**config.mk**
```make
export PLATFORM = sky130hd
export DESIGN_NAME = best_fit_block_placer_unit
export DESIGN_NICKNAME = d
export VERILOG_FILES = /design/src/rtl/core/bfbp_pkg.sv /design/src/rtl/core/bfbp_ctrl.sv /design/src/rtl/core/bfbp_dp.sv /design/src/rtl/core/best_fit_block_placer_unit.sv
export VERILOG_INCLUDE_DIRS = /design/src /design/src/rtl/core
export SDC_FILE = /design/constraint.sdc
export NUM_CORES = 1
export LEC_CHECK = 0
export ABC_CLOCK_PERIOD_IN_PS = 8520
export BUFFER_PORTS_ARGS = -buffer_cell sky130_fd_sc_hd__buf_4
export CORE_ASPECT_RATIO = 1.5
export CORE_UTILIZATION = 45
export CTS_CLUSTER_DIAMETER = 200
export DETAILED_ROUTE_END_ITERATION = 10
export SETUP_SLACK_MARGIN = 0.15
export SYNTH_ARGS = -nofsm -noshare
export SYNTH_HDL_FRONTEND = slang
export SYNTH_SLANG_ARGS = --single-unit
```
**constraint.sdc**
```tcl
create_clock -name clk -period 8.52 [get_ports clk]
set_input_delay 0.852 -clock clk [delete_from_list [all_inputs] [get_ports clk]]
set_output_delay 0.852 -clock clk [all_outputs]
set_load 0.03 [all_outputs]
```
**src/rtl/core/assert_macros.svh**
```systemverilog
// ----------------------------------------------------------------------------
// assert_macros.svh
// Shared concurrent assertion macros, clocked on clk and disabled in rst
// ----------------------------------------------------------------------------
`ifndef ASSERT_MACROS_SVH
`define ASSERT_MACROS_SVH

// same-cycle implication
`define ASSERT_IMP(lbl, ante, cons) \
  lbl: assert property (@(posedge clk) disable iff (rst) (ante) |-> (cons)) \
    else $error("assertion failed");

// next-cycle implication
`define ASSERT_NXT(lbl, ante, cons) \
  lbl: assert property (@(posedge clk) disable iff (rst) (ante) |=> (cons)) \
    else $error("assertion failed");

`endif

```
**src/rtl/core/bfbp_pkg.sv**
```systemverilog
// ----------------------------------------------------------------------------
// bfbp_pkg
// Types and constants shared by the best-fit block placer modules
// ----------------------------------------------------------------------------
package bfbp_pkg;

  // field widths fixed by the item format
  localparam int INDEX_W  = 4;
  localparam int AMOUNT_W = 16;
  localparam int CFG_W    = 5;
  localparam int TDATA_W  = 24;
  localparam int TDATA_PAD = TDATA_W - INDEX_W - AMOUNT_W;

  // apb register map
  localparam int APB_AW = 3;
  localparam int APB_DW = 32;
  localparam logic REG_IDX_BLOCKS = 1'b0;
  localparam logic [CFG_W-1:0] BLOCKS_RESET = 5'd16;

  // tuser codes on the input side
  localparam logic MODE_LOAD = 1'b0;
  localparam logic MODE_REQ  = 1'b1;

  typedef struct packed {
    logic load_wr;    // write a free size from the input beat
    logic req_start;  // capture request amount, clear best candidate
    logic rd_en;      // read table entry at rd_addr
    logic finish;     // write back best entry, load output register
  } cmd_t;

  typedef struct packed {
    logic out_free;   // output register empty or draining this cycle
  } stat_t;

endpackage

```
**src/rtl/core/bfbp_ctrl.sv**
```systemverilog
// ----------------------------------------------------------------------------
// bfbp_ctrl
// Sequencer: accepts beats, steps the table scan, hands the result off
// ----------------------------------------------------------------------------
`include "assert_macros.svh"

module bfbp_ctrl #(
  parameter int MAX_BLOCKS = 16
) (
  input  logic                        clk,
  input  logic                        rst,
  input  logic                        s_tvalid,
  input  logic                        s_tuser,
  output logic                        s_tready,
  input  logic [bfbp_pkg::CFG_W-1:0]  blocks_in_use,
  input  bfbp_pkg::stat_t             stat,
  output bfbp_pkg::cmd_t              cmd,
  output logic [$clog2(MAX_BLOCKS)-1:0] rd_addr
);

  localparam int IDX_W = $clog2(MAX_BLOCKS);
  localparam int CNT_W = $clog2(MAX_BLOCKS + 1);

  typedef enum logic [1:0] {
    ST_IDLE,
    ST_SCAN,
    ST_DRAIN,
    ST_FINISH
  } state_t;

  state_t             state;
  logic [IDX_W-1:0]   cnt;
  logic [CNT_W-1:0]   last;
  logic [31:0]        bu_ext;
  logic [CNT_W-1:0]   limit_sat;
  logic               accept;

  assign accept = s_tvalid && s_tready;
  assign bu_ext = 32'(blocks_in_use);
  // counts above the table size saturate
  assign limit_sat = (bu_ext > 32'(MAX_BLOCKS)) ? CNT_W'(MAX_BLOCKS) : CNT_W'(bu_ext);

  assign cmd.load_wr   = accept && (s_tuser == bfbp_pkg::MODE_LOAD);
  assign cmd.req_start = accept && (s_tuser == bfbp_pkg::MODE_REQ);
  assign cmd.rd_en     = (state == ST_SCAN);
  assign cmd.finish    = (state == ST_FINISH) && stat.out_free;
  assign rd_addr       = cnt;

  always_ff @(posedge clk) begin
    if (rst) begin
      state    <= ST_IDLE;
      s_tready <= 1'b0;
      cnt      <= '0;
      last     <= '0;
    end else begin
      unique case (state)
        ST_IDLE: begin
          s_tready <= 1'b1;
          if (accept && s_tuser == bfbp_pkg::MODE_REQ) begin
            s_tready <= 1'b0;
            cnt      <= '0;
            last     <= limit_sat - CNT_W'(1);
            // nothing to search when no block is in use
            state    <= (limit_sat == '0) ? ST_FINISH : ST_SCAN;
          end
        end
        ST_SCAN: begin
          cnt <= cnt + IDX_W'(1);
          if (CNT_W'(cnt) == last) begin
            state <= ST_DRAIN;
          end
        end
        ST_DRAIN: begin
          state <= ST_FINISH;
        end
        ST_FINISH: begin
          if (stat.out_free) begin
            state    <= ST_IDLE;
            s_tready <= 1'b1;
          end
        end
        default: begin
          state <= ST_IDLE;
        end
      endcase
    end
  end

  `ASSERT_IMP(a_scan_in_range, state == ST_SCAN, CNT_W'(cnt) <= last)
  `ASSERT_NXT(a_req_blocks_input, cmd.req_start, !s_tready)
  `ASSERT_NXT(a_finish_holds, state == ST_FINISH && !stat.out_free, state == ST_FINISH)

endmodule

```
**src/rtl/core/bfbp_dp.sv**
```systemverilog
// ----------------------------------------------------------------------------
// bfbp_dp
// Free-size table, best-fit comparator and result register
// ----------------------------------------------------------------------------
`include "assert_macros.svh"

module bfbp_dp #(
  parameter int MAX_BLOCKS = 16,
  parameter int SIZE_BITS  = 16
) (
  input  logic                          clk,
  input  logic                          rst,
  input  bfbp_pkg::cmd_t                cmd,
  input  logic [$clog2(MAX_BLOCKS)-1:0] rd_addr,
  input  logic [bfbp_pkg::TDATA_W-1:0]  s_tdata,
  output bfbp_pkg::stat_t               stat,
  output logic                          m_tvalid,
  input  logic                          m_tready,
  output logic [bfbp_pkg::TDATA_W-1:0]  m_tdata,
  output logic                          m_tuser
);

  localparam int IDX_W = $clog2(MAX_BLOCKS);

  logic [SIZE_BITS-1:0] mem [MAX_BLOCKS];

  logic [bfbp_pkg::INDEX_W-1:0]  in_index;
  logic [bfbp_pkg::AMOUNT_W-1:0] in_amount;
  logic [SIZE_BITS-1:0]          in_size;

  logic [SIZE_BITS-1:0] req_amount;
  logic [SIZE_BITS-1:0] rd_data;
  logic [IDX_W-1:0]     rd_idx;
  logic                 rd_vld;
  logic                 have;
  logic [IDX_W-1:0]     best_idx;
  logic [SIZE_BITS-1:0] best_size;
  logic [SIZE_BITS-1:0] remain;
  logic                 load_ok;
  logic                 wr_en;
  logic [IDX_W-1:0]     wr_addr;
  logic [SIZE_BITS-1:0] wr_data;
  logic                 better;

  logic [bfbp_pkg::INDEX_W-1:0]  out_index;
  logic [bfbp_pkg::AMOUNT_W-1:0] out_left;

  assign in_index  = s_tdata[bfbp_pkg::INDEX_W-1:0];
  assign in_amount = s_tdata[bfbp_pkg::INDEX_W +: bfbp_pkg::AMOUNT_W];
  assign in_size   = SIZE_BITS'(in_amount);

  assign remain  = best_size - req_amount;
  // loads past the table are dropped
  assign load_ok = 32'(in_index) < 32'(MAX_BLOCKS);

  always_comb begin
    wr_en   = 1'b0;
    wr_addr = best_idx;
    wr_data = remain;
    if (cmd.load_wr) begin
      wr_en   = load_ok;
      wr_addr = IDX_W'(in_index);
      wr_data = in_size;
    end else if (cmd.finish) begin
      wr_en = have;
    end
  end

  always_ff @(posedge clk) begin
    if (wr_en) begin
      mem[wr_addr] <= wr_data;
    end
    if (cmd.rd_en) begin
      rd_data <= mem[rd_addr];
    end
  end

  // fits and strictly smaller keeps the lowest index on ties
  assign better = (req_amount <= rd_data) && (!have || rd_data < best_size);

  always_ff @(posedge clk) begin
    if (rst) begin
      rd_vld <= 1'b0;
      have   <= 1'b0;
    end else begin
      rd_vld <= cmd.rd_en;
      if (cmd.req_start) begin
        have <= 1'b0;
      end else if (rd_vld && better) begin
        have <= 1'b1;
      end
    end
  end

  always_ff @(posedge clk) begin
    rd_idx <= rd_addr;
    if (cmd.req_start) begin
      req_amount <= in_size;
    end
    if (rd_vld && better) begin
      best_idx  <= rd_idx;
      best_size <= rd_data;
    end
  end

  // result register, parts the scan from the output stall
  always_ff @(posedge clk) begin
    if (rst) begin
      m_tvalid <= 1'b0;
    end else if (cmd.finish) begin
      m_tvalid <= 1'b1;
    end else if (m_tready) begin
      m_tvalid <= 1'b0;
    end
  end

  always_ff @(posedge clk) begin
    if (cmd.finish) begin
      m_tuser   <= have;
      out_index <= have ? bfbp_pkg::INDEX_W'(best_idx) : '0;
      out_left  <= have ? bfbp_pkg::AMOUNT_W'(remain) : '0;
    end
  end

  assign m_tdata = {{bfbp_pkg::TDATA_PAD{1'b0}}, out_left, out_index};
  assign stat.out_free = !m_tvalid || m_tready;

  `ASSERT_NXT(a_finish_loads_out, cmd.finish, m_tvalid)
  `ASSERT_IMP(a_not_found_zero, m_tvalid && !m_tuser, m_tdata == '0)
  `ASSERT_IMP(a_best_fits, have, req_amount <= best_size)

endmodule

```
**src/rtl/core/best_fit_block_placer_unit.sv**
```systemverilog
// A load beat writes the table; loads stream at one per cycle while no request is in progress.
// A request scans the L = min(blocks_in_use, MAX_BLOCKS) entries through one read port
// and one comparator; its result then passes a drain state and a finish state into the
// output register (only the finish state if L is 0). The input is ready again once the
// result is registered; a full output register that holds the result back delays both.
// Reset (rst, synchronous) clears control, sets blocks_in_use to 16, leaves the table unset.
// ----------------------------------------------------------------------------
// best_fit_block_placer_unit
// Best-fit placement over a table of block free sizes, apb configured
// ----------------------------------------------------------------------------
module best_fit_block_placer_unit #(
  parameter int MAX_BLOCKS = 16,
  parameter int SIZE_BITS  = 16
) (
  input  logic                          clk,
  input  logic                          rst,
  // input stream
  input  logic                          s_tvalid,
  output logic                          s_tready,
  input  logic [bfbp_pkg::TDATA_W-1:0]  s_tdata,  // load_index[3:0], amount[19:4], zero pad
  input  logic                          s_tuser,  // mode
  // result stream
  output logic                          m_tvalid,
  input  logic                          m_tready,
  output logic [bfbp_pkg::TDATA_W-1:0]  m_tdata,  // placed_index[3:0], left_over[19:4], zero pad
  output logic                          m_tuser,  // found
  // configuration
  input  logic                          psel,
  input  logic                          penable,
  input  logic                          pwrite,
  input  logic [bfbp_pkg::APB_AW-1:0]   paddr,
  input  logic [bfbp_pkg::APB_DW-1:0]   pwdata,
  output logic [bfbp_pkg::APB_DW-1:0]   prdata,
  output logic                          pready
);

  localparam int IDX_W = $clog2(MAX_BLOCKS);

  logic [bfbp_pkg::CFG_W-1:0] blocks_in_use;
  logic                       reg_hit;
  bfbp_pkg::cmd_t             cmd;
  bfbp_pkg::stat_t            stat;
  logic [IDX_W-1:0]           rd_addr;

  assign pready  = 1'b1;
  assign reg_hit = (paddr[2] == bfbp_pkg::REG_IDX_BLOCKS);

  always_ff @(posedge clk) begin
    if (rst) begin
      blocks_in_use <= bfbp_pkg::BLOCKS_RESET;
    end else if (psel && penable && pwrite && pready && reg_hit) begin
      blocks_in_use <= pwdata[bfbp_pkg::CFG_W-1:0];
    end
  end

  assign prdata = reg_hit ? bfbp_pkg::APB_DW'(blocks_in_use) : '0;

  bfbp_ctrl #(
    .MAX_BLOCKS (MAX_BLOCKS)
  ) u_ctrl (
    .clk           (clk),
    .rst           (rst),
    .s_tvalid      (s_tvalid),
    .s_tuser       (s_tuser),
    .s_tready      (s_tready),
    .blocks_in_use (blocks_in_use),
    .stat          (stat),
    .cmd           (cmd),
    .rd_addr       (rd_addr)
  );

  bfbp_dp #(
    .MAX_BLOCKS (MAX_BLOCKS),
    .SIZE_BITS  (SIZE_BITS)
  ) u_dp (
    .clk      (clk),
    .rst      (rst),
    .cmd      (cmd),
    .rd_addr  (rd_addr),
    .s_tdata  (s_tdata),
    .stat     (stat),
    .m_tvalid (m_tvalid),
    .m_tready (m_tready),
    .m_tdata  (m_tdata),
    .m_tuser  (m_tuser)
  );

endmodule
```
==> run metrics <==
P_leak 5.964 nW; Worst Min Path Start u_dp.rd_idx[0]; Rows 82; maximum buffer depth of the clock tree 3; placeable core area 0.03345 mm^2; clock-pin slew of the registers on the worst-case setup and hold paths 70 ps; violated checks DRC; via count of the first global-routing pass 8051; Data arrival, critical path 3560 ps; half-perimeter wire length after placement 21260 um; post-cts hold buffer count 0; max cap viols 0; Hold Crit Depth 0; Worst R2R Setup Slack 5160 ps; CTS Root Cell sky130_fd_sc_hd__clkbuf_16; beginning of the worst register-to-register path u_dp.req_amount[1]; fraction of the yosys area taken by sequential cells 0.6789; Buffers on Ports 61; syn_area_per_cell 16.81 um^2; Iteration-0 DRC Markers 404; global-route usage over all layers 0.1931; Worst Slack Setup Final 5162 ps; final hold slack 404.1 ps; layout cells sized above 1 0.2357; WL per Instance 22.65 um; number of warning messages in the yosys log 0; initial standard-cell utilization of the core 0.4562; PnR Total Power 4.333 mW; highest net fanout along the worst path 16; antenna diode count 0; worst vdd rail ir drop 0.0001235 V; total wire length 32490 um; type of the most critical hold path flip-flop to flip-flop; run status complete, but fails checks; critical path endpoint category flip-flop; Cells after Synth 908; unrepaired setup endpoints after global routing no; post-detailed-route count of antenna-violating nets 0; number of placed instances, taps included 1377; maximum number of pins on one net before global-route repair 70; Worst Tran Pin Value 1271 ps; cts bufs inserted 31; router iterations before antenna repair 8; Clk Latency, worst-skew pair 570 ps; number of unique standard cell types used by synthesis 59; Total Neg Setup Slack 0 ps; Crit. Startpoint u_dp.req_amount[1]; Setup Viol. Count Final 0; Non-Filler Cell Area, Final 0.01717 mm^2; number of flops mapped to enable cells by yosys 329; total overflow reported by the global router 0; first-pass GRT wire length 48790 um; worst setup path category flip-flop to flip-flop; end of the worst register-to-register path u_dp.mem[0][13]; maximum clock rate 297.8 MHz; antenna violations before repair 0; worst-case setup slack after placement 4676 ps; Routability Congestion 0.8751; post-route insts no fill 1434; number of max-slew violations in the final report 0; setup fix buffers added after clock tree synthesis 0; worst setup skew after layout 11.99 ps; number of instances resized during post-cts repair 0; horizontal extent of the die 152.4 um; Power per Cell Area 252.4 mW/mm^2; CTS tree built; Startpoint Class flip-flop; async set-or-reset flop fraction in the synthesized netlist 0; Netlist Area Pre-Place 0.01526 mm^2; final hold vios 0; via density per instance 5.441; vertical die dimension 227.5 um; total via count after detailed routing 7803; Worst Path Required 8730 ps; number of primary I/O pins 127; number of H-tree levels 1; growth of design area from synthesis to finish 12.53%; remaining routing DRC violations 17; clock sinks 353; minimum clock period after layout 3358 ps; hold-critical path endpoint u_dp.best_idx[0]; count of cells along the worst register-to-register path 8; top flip-flop cell by instance count after synthesis sky130_fd_sc_hd__edfxtp_1; net total in the final layout 1111; Area after DPL 0.01616 mm^2; final core area utilization 0.5134; post-route clock period utilization 0.3942; remaining max-slew budget at the tightest pin 0.1524; register bit total from synthesis 353; Total Die Area 0.03467 mm^2
[state kept, by name, indices dropped and copies added, names as in the netlist, 5 cells and up]
register and cells:
u_dp.req_amount 16, u_dp.best_size 16, u_dp.out_left 16, u_dp.rd_data 16, u_ctrl.last 5, blocks_in_use 5, u_dp.mem 256
[cells in the mapped netlist, types with 4 or more instances]
cell type | n | area, um^2
sky130_fd_sc_hd__a21o_1 | 8 | 60.06
sky130_fd_sc_hd__nand2b_1 | 7 | 43.79
sky130_fd_sc_hd__and3_1 | 4 | 25.02
sky130_fd_sc_hd__nor3_1 | 11 | 55.05
sky130_fd_sc_hd__a21oi_1 | 23 | 115.1
sky130_fd_sc_hd__a31oi_1 | 4 | 25.02
sky130_fd_sc_hd__inv_1 | 59 | 221.5
sky130_fd_sc_hd__nand2_1 | 35 | 131.4
sky130_fd_sc_hd__dfxtp_1 | 24 | 480.5
sky130_fd_sc_hd__clkbuf_1 | 18 | 67.56
sky130_fd_sc_hd__xor2_1 | 5 | 43.79
sky130_fd_sc_hd__a211oi_1 | 9 | 67.56
sky130_fd_sc_hd__ha_1 | 53 | 663.1
sky130_fd_sc_hd__o21a_1 | 7 | 52.55
sky130_fd_sc_hd__mux4_2 | 80 | 1802
sky130_fd_sc_hd__nand3_1 | 8 | 40.04
sky130_fd_sc_hd__edfxtp_1 | 329 | 9879
sky130_fd_sc_hd__nand4_1 | 8 | 50.05
sky130_fd_sc_hd__buf_4 | 32 | 240.2
sky130_fd_sc_hd__mux2i_1 | 8 | 80.08
sky130_fd_sc_hd__nor2b_1 | 14 | 87.58
sky130_fd_sc_hd__o211ai_1 | 4 | 30.03
sky130_fd_sc_hd__mux2_2 | 8 | 90.09
sky130_fd_sc_hd__buf_2 | 7 | 35.03
sky130_fd_sc_hd__xnor2_1 | 12 | 105.1
sky130_fd_sc_hd__and2_1 | 13 | 81.33
sky130_fd_sc_hd__o21ai_0 | 15 | 75.07
sky130_fd_sc_hd__nor2_1 | 57 | 214.0
[how the worst max path moves through the flow]
| stage | to | depth (start not counted) |
|---|---|---|
| final | u_dp.mem[0][13] | 8 |
| after global routing | u_dp.mem[15][13] | 7 |
| after CTS | u_dp.mem[6][12] | 7 |
| after detailed placement | u_dp.mem[6][1] | 7 |
| after global placement | u_dp.mem[4][0] | 7 |
| after floorplan | u_dp.mem[2][0] | 6 |
[critical path: stages, from the launching register on]
cell and delay (ps):
sky130_fd_sc_hd__edfxtp_1 440, sky130_fd_sc_hd__inv_1 80, sky130_fd_sc_hd__ha_1 210, sky130_fd_sc_hd__nor2b_1 150, sky130_fd_sc_hd__o2111ai_1 400, sky130_fd_sc_hd__a311oi_1 240, sky130_fd_sc_hd__nor3_1 450, sky130_fd_sc_hd__mux2i_1 140
sky130_fd_sc_hd__nor2_1 870
[power breakdown]
part | leakage, nW | internal, mW | switching [mW]
combinational | 2.30 | 0.273 | 0.482
clock | 0.494 | 0.790 | 0.610
sequential | 3.17 | 2.12 | 0.0576
[cell families after synthesis]
group / count (synthesis) / synth area share
flip-flops: 353 / 0.6789
AND/OR/NAND/NOR: 167 / 0.05256
buffers and inverters: 123 / 0.04116
AO/OA/AOI/OAI: 96 / 0.04313
multiplexers: 96 / 0.1292
adder cells (fa/ha/maj): 54 / 0.04477
XOR/XNOR: 17 / 0.009757
other: 2 / 0.0004921
[layout make-up]
class,instances,area (um^2)
fill,2700,16280
sequential,353,10360
multi-input combinational,462,4427
clock buffer,36,794.5
timing repair buffer,83,623.1
tap,420,525.5
inverter,59,221.5
clock inverter,21,215.2
[routing by layer]
metal | up-vias | routed length (um) | share of wire | global-route usage
met5 | - | 0 | 0 | 0
met4 | 0 | 792 | 0.024 | 0.06090
met3 | 45 | 1144 | 0.035 | 0.01789
met2 | 173 | 17880 | 0.55 | 0.3709
met1 | 3973 | 12670 | 0.39 | 0.2273
li1 | 3612 | - | - | -
[layout by cell type (no fill, tap or decap), types with 3 or more instances in the layout]
master / count
sky130_fd_sc_hd__clkbuf_16: 31
sky130_fd_sc_hd__nor2b_1: 13
sky130_fd_sc_hd__dfxtp_1: 22
sky130_fd_sc_hd__bufinv_16: 4
sky130_fd_sc_hd__a21oi_1: 23
sky130_fd_sc_hd__nor2_1: 41
sky130_fd_sc_hd__ha_1: 53
sky130_fd_sc_hd__o21ai_0: 15
sky130_fd_sc_hd__and2_1: 13
sky130_fd_sc_hd__o21a_1: 7
sky130_fd_sc_hd__conb_1: 32
sky130_fd_sc_hd__mux2_2: 8
sky130_fd_sc_hd__a21o_1: 8
sky130_fd_sc_hd__o21bai_1: 3
sky130_fd_sc_hd__xnor2_1: 12
sky130_fd_sc_hd__clkinv_2: 6
sky130_fd_sc_hd__nor2_2: 16
sky130_fd_sc_hd__a211oi_1: 9
sky130_fd_sc_hd__edfxtp_1: 329
sky130_fd_sc_hd__nand2_1: 35
sky130_fd_sc_hd__nand2b_1: 7
sky130_fd_sc_hd__clkbuf_1: 5
sky130_fd_sc_hd__nor3_1: 11
sky130_fd_sc_hd__and3_1: 4
sky130_fd_sc_hd__nand4_1: 8
sky130_fd_sc_hd__clkinv_4: 3
sky130_fd_sc_hd__mux2i_1: 8
sky130_fd_sc_hd__mux4_2: 80
sky130_fd_sc_hd__a31oi_1: 4
sky130_fd_sc_hd__nand3_1: 8
sky130_fd_sc_hd__o211a_1: 3
sky130_fd_sc_hd__clkinv_1: 6
sky130_fd_sc_hd__buf_4: 83
sky130_fd_sc_hd__xor2_1: 5
sky130_fd_sc_hd__o211ai_1: 4
sky130_fd_sc_hd__inv_1: 59
No activity file was read; power rests on OpenSTA's default activity.
